`config.mk`:
```
export PLATFORM = sky130hd
export DESIGN_NAME = aic_ctrl
export DESIGN_NICKNAME = d
export VERILOG_FILES = /design/src/rtl/aic_pkg.sv /design/src/rtl/aic_ctrl.sv
export SDC_FILE = /design/constraint.sdc
export NUM_CORES = 1
export LEC_CHECK = 0
export ABC_CLOCK_PERIOD_IN_PS = 2900
export BUFFER_PORTS_ARGS = -buffer_cell sky130_fd_sc_hd__clkbuf_2
export CORE_MARGIN = 3
export CORE_UTILIZATION = 35
export CTS_BUF_LIST = sky130_fd_sc_hd__clkbuf_4
export DETAILED_ROUTE_END_ITERATION = 10
export SYNTH_ARGS = -nofsm -noshare
export SYNTH_HDL_FRONTEND = slang
export SYNTH_SLANG_ARGS = --single-unit
```
`constraint.sdc`:
```
create_clock -name i_clk -period 2.9 [get_ports i_clk]
set_clock_uncertainty 0.15 [all_clocks]
set_input_delay 0.435 -clock i_clk [delete_from_list [all_inputs] [get_ports i_clk]]
set_output_delay 0.435 -clock i_clk [all_outputs]
set_load 0.005 [all_outputs]
```
`src/rtl/aic_pkg.sv`:
```
// shared types, constants and tables of the aic onset picker
package aic_pkg;

    localparam int DEF_WINDOW      = 64;
    localparam int DEF_SAMPLE_BITS = 16;

    // fixed payload widths
    localparam int SAMPLE_W = 16;
    localparam int VALUE_W  = 21;
    localparam int POS_W    = 6;

    // log result and criterion accumulator widths
    localparam int LN_W     = 32;
    localparam int T_W      = 48;
    localparam int LN_STEPS = 16;

    localparam logic [16:0] LN2_Q16 = 17'd45426;

    // round(2^16 * ln(1 + 2^-i)), entry 0 unused
    localparam logic [15:0] LN_TAB [17] = '{
        16'd0,     16'd26573, 16'd14624, 16'd7719, 16'd3973, 16'd2017,
        16'd1016,  16'd510,   16'd256,   16'd128,  16'd64,   16'd32,
        16'd16,    16'd8,     16'd4,     16'd2,    16'd1
    };

    localparam logic signed [VALUE_W-1:0] VALUE_MAX = {1'b0, {(VALUE_W-1){1'b1}}};
    localparam logic signed [VALUE_W-1:0] VALUE_MIN = {1'b1, {(VALUE_W-1){1'b0}}};

    // operand chosen for the shared log unit
    typedef enum logic [1:0] {
        LN_D1 = 2'd0,
        LN_K  = 2'd1,
        LN_D2 = 2'd2,
        LN_M2 = 2'd3
    } t_ln_sel;

    typedef struct packed {
        logic    start_curve;
        logic    acc;
        logic    mul;
        logic    dif;
        logic    ln_start;
        t_ln_sel ln_sel;
        logic    ln_store;
        logic    term;
        logic    emit;
    } t_dp_cmd;

    typedef struct packed {
        logic win_go;
        logic inf;
        logic ln_done;
        logic k_last;
        logic out_free;
    } t_dp_stat;

endpackage

```
`src/rtl/aic_ctrl.sv`:
```
// controller: load phase and per-split sequencing
module aic_ctrl (
    input  logic               i_clk,
    input  logic               i_rst_n,
    input  logic               i_in_valid,
    output logic               o_in_ready,
    output logic               o_load,
    input  aic_pkg::t_dp_stat  i_stat,
    output aic_pkg::t_dp_cmd   o_cmd
);
    import aic_pkg::*;

    typedef enum logic [8:0] {
        S_LOAD = 9'b000000001,
        S_RD   = 9'b000000010,
        S_ACC  = 9'b000000100,
        S_MUL  = 9'b000001000,
        S_DIF  = 9'b000010000,
        S_LN   = 9'b000100000,
        S_LNW  = 9'b001000000,
        S_TERM = 9'b010000000,
        S_EMIT = 9'b100000000
    } t_state;

    t_state  r_state, n_state;
    t_ln_sel r_sel, n_sel;

    assign o_in_ready = (r_state == S_LOAD);
    assign o_load     = o_in_ready && i_in_valid;

    always_comb begin
        n_state = r_state;
        n_sel   = r_sel;
        o_cmd   = '0;
        o_cmd.ln_sel = r_sel;
        case (r_state)
            S_LOAD: begin
                if (i_stat.win_go) begin
                    o_cmd.start_curve = 1'b1;
                    n_state = S_RD;
                end
            end
            S_RD: n_state = S_ACC;
            S_ACC: begin
                o_cmd.acc = 1'b1;
                n_state   = S_MUL;
            end
            S_MUL: begin
                o_cmd.mul = 1'b1;
                n_state   = S_DIF;
            end
            S_DIF: begin
                o_cmd.dif = 1'b1;
                n_sel     = LN_D1;
                n_state   = S_LN;
            end
            S_LN: begin
                if (i_stat.inf) begin
                    n_state = S_EMIT;
                end else begin
                    o_cmd.ln_start = 1'b1;
                    n_state = S_LNW;
                end
            end
            S_LNW: begin
                if (i_stat.ln_done) begin
                    o_cmd.ln_store = 1'b1;
                    if (r_sel == LN_M2) begin
                        n_state = S_TERM;
                    end else begin
                        n_sel   = t_ln_sel'(r_sel + 2'd1);
                        n_state = S_LN;
                    end
                end
            end
            S_TERM: begin
                o_cmd.term = 1'b1;
                n_state    = S_EMIT;
            end
            S_EMIT: begin
                if (i_stat.out_free) begin
                    o_cmd.emit = 1'b1;
                    n_state    = i_stat.k_last ? S_LOAD : S_RD;
                end
            end
            default: n_state = S_LOAD;
        endcase
    end

    always_ff @(posedge i_clk) begin
        if (!i_rst_n) begin
            r_state <= S_LOAD;
            r_sel   <= LN_D1;
        end else begin
            r_state <= n_state;
            r_sel   <= n_sel;
        end
    end

endmodule

```
==> summary.txt <==
Clock network
  • Post-cts gate resize count: 0
  • Worst-path clk slew: 0.07 ns
  • Clk sinks: 11
  • Maximum clock path buffer count: 2
  • Worst-Skew Late Latency: around 0.27 ns
  • CTS root buf: clkbuf_4
  • Num CTS Buffers: 3
  • Setup Fix Bufs, Post-CTS: 0
  • H-Tree Level Count: 1
  • Hold Buf Count CTS: 0
  • CTS tree: built

Pwr
  • Sequential power share: a little over a third
  • P_leak: 0.0003715 uW
  • Pint: about 350 uW
  • Design Power: 568.2 uW
  • Clock power share: between 20% and 30%
  • Switching portion of total power: 38.83%
  • PD cells: roughly 640 nW/um2
  • Combinational share of power: 43.3%
  • NetSw: 220.6 uW
  • Worst vdd ir: 0.4287 mV

STA
  • Final setup fails: 0
  • Unrepaired setup endpoints after global routing: no
  • Hold Violations, Final: 0
  • Max-slew violations: 0
  • Post-route clock period utilization: about four fifths
  • Setup TNS: 0 ns
  • Slew @ Worst Pin: between 0.4 and 0.5 ns
  • Crit path time final: approximately 2.3 ns
  • Max-slew headroom: 70.55%
  • Fmax: 0.4298 GHz

Placed design
  • RePlAce Congestion: between 0.8 and 0.9
  • Dpl hpwl: around 1.3 mm
  • I/O Buffers: 19

Synthesis
  • Synth Area in Simple Gates: 41.22%
  • Post-synth EDFFs: 0
  • Largest family of logic cells by synthesized area: simple AND/OR/NAND/NOR gates
  • Area share of fa/ha/maj cells after synthesis: between 1.5 and 2%
  • Synthesis-stage register bit count: 11
  • Mux contribution to synthesized area: 1.314%
  • Post-Syn Instances: 93
  • Main synth FF type: dfxtp_1
  • Synth warnings: 0
  • Synth Cell Area: 762.0 um2
  • Asr flop ratio synth: 0%
  • Synth Area in XOR/XNOR: between 2 and 2.5%
  • Avg Cell Area, Syn: about 8.2 um2
  • Synth Area in Compound Gates: 20.36%
  • Sequential area share after synthesis: between 20% and 30%
  • Synth unique cells: 40
  • Syn nets: ~100

Detailed routing
  • Vias: 755
  • DRC violations left: 0
  • DR iter-0 viols: 22
  • Pre-antenna DRT Iters: 4
  • Wire per inst: 12.66 um
  • Via density: between 5 and 6
  • Routed wire length: about 1.7 mm
  • Post-DRT Antenna Nets: 0

Floorplanning
  • Io pins: 20
  • Die Area: between 2000 and 3000 um2
  • Die width: 52.66 um
  • Initial Util: a little under two fifths
  • Core Region: between 2000 and 2500 um2
  • Row cnt: 16
  • Die Height: approximately 53 um

Global route
  • Vias in the first global route: approximately 640
  • Largest net degree at the start of global routing: 13
  • Initial antenna violation count: 0
  • GR Overflow Total: 0
  • Total Routing Usage GR: between 10% and 20%
  • First-pass GRT wire length: between 2 and 3 mm

Setup path
  • Crit path launch type: register
  • Required time of the critical path: between 2 and 2.5 ns
  • Worst-path maximum fanout: 10
  • CP Capture Type: primary output
  • CP Class: reg2out
  • Critical Path AT: approximately 1.7 ns

Cells and area
  • Inserted Diodes: 0
  • Fin nets: 121
  • Layout cell share with drive strength beyond 1: a little over a quarter
  • Area growth from synthesis to layout: 17.08%

Status
  • Status: complete, no violations

Run
  • Max-cap check violation count: 0

Worst hold path
  • Hold WC Path Type: in2reg
==> per-layer routing <==
layer  wire (um)  GRT usage [%]  part of all wire [%]  vias up
met5           0              0                     0        -
li1            -              -                     -      385
met3         109          2.564                   6.2        5
met4          38          7.660                   2.2        0
met2         726          19.21                    42       29
met1         872          20.92                    50      336
==> final timing paths <==
path	from	slack, ns	endpoint	depth (start not counted)
max	r_state[4]	0.57	o_cmd[8]	4
min	i_rst_n	0.28	r_sel[1]	2
max reg2reg	r_state[7]	1.01	r_state[0]	5
min reg2reg	r_sel[0]	0.41	r_sel[0]	2
==> worst max-delay path: stages, from the launching register on <==
cell	delay, ns
dfxtp_1	0.41
nor4_2	0.40
nand2_1	0.18
nor4b_2	0.32
clkbuf_2	0.16
==> through the flow <==
stage	instance area [um2]	hold WS, ns	util (%)	cells	setup WS [ns]
floorplan	762.0	0.3735	-	93	1.076
global placement	862.1	0.3915	43.06	134	0.9049
detailed placement	862.1	0.3935	43.06	134	0.8846
CTS	892.1	0.2715	44.56	138	0.5636
global route	892.1	0.2905	44.56	138	0.3704
finish	892.1	0.2762	44.56	138	0.5734
==> layout make-up <==
class,count,area (um2)
Fill cell,224,1110
Multi-Input combinational cell,76,509.2
Sequential cell,11,220.2
Timing Repair Buffer,19,95.09
Tap cell,27,33.78
Clock buffer,4,30.03
Inverter,1,3.754
==> power by group through the flow <==
stage               Sequential [uW]  Clock, uW  Combinational, uW
floorplan                       198          0                185
global placement                207          0                246
detailed placement              207          0                245
CTS                             204        122                246
global route                    208        127                273
finish                          205        117                246
==> synthesized netlist by cell type (all sizes together), types with 2 or more instances <==
master | n | area, um2
nor2 | 12 | 45.04
dfxtp | 11 | 220.2
nor2b | 6 | 37.54
nand2 | 6 | 22.52
nand2b | 3 | 18.77
o2111ai | 2 | 17.52
nor3b | 2 | 15.01
a21oi | 3 | 15.01
nor4 | 3 | 25.02
buf | 3 | 21.27
xor2 | 2 | 17.52
nor3 | 6 | 41.29
o211ai | 2 | 15.01
clkbuf | 2 | 7.510
o21ai | 3 | 15.01
and2 | 5 | 31.28
o21a | 2 | 15.01
or4 | 2 | 15.01
==> sequential cells by signal, indices dropped and copies added, names as in the netlist <==
name	flops
r_state	9
r_sel	2
==> cells in the final DEF, fill, tap and decap left out, types with 2 or more instances in the layout <==
cell / synthesis / layout
a21oi_1: 3 / 3
and2_1: 5 / 5
clkbuf_2: 0 / 19
clkbuf_4: 0 / 4
dfxtp_1: 11 / 11
nand2_1: 6 / 6
nand2b_1: 3 / 3
nor2_1: 12 / 12
nor2b_1: 6 / 6
nor3_1: 5 / 5
nor3b_1: 2 / 2
nor4_1: 2 / 2
o2111ai_1: 2 / 2
o211ai_1: 2 / 2
o21a_1: 2 / 2
o21ai_0: 2 / 2
or4_1: 2 / 2
xor2_1: 2 / 2
==> kinds of logic after synthesis <==
logic type      after synthesis
flops                        11
mux                           1
fa+ha+maj                     1
simple gates                 52
compound gates               20
xor+xnor                      2
buf+inv                       6
No activity file was read; power rests on OpenSTA's default activity.
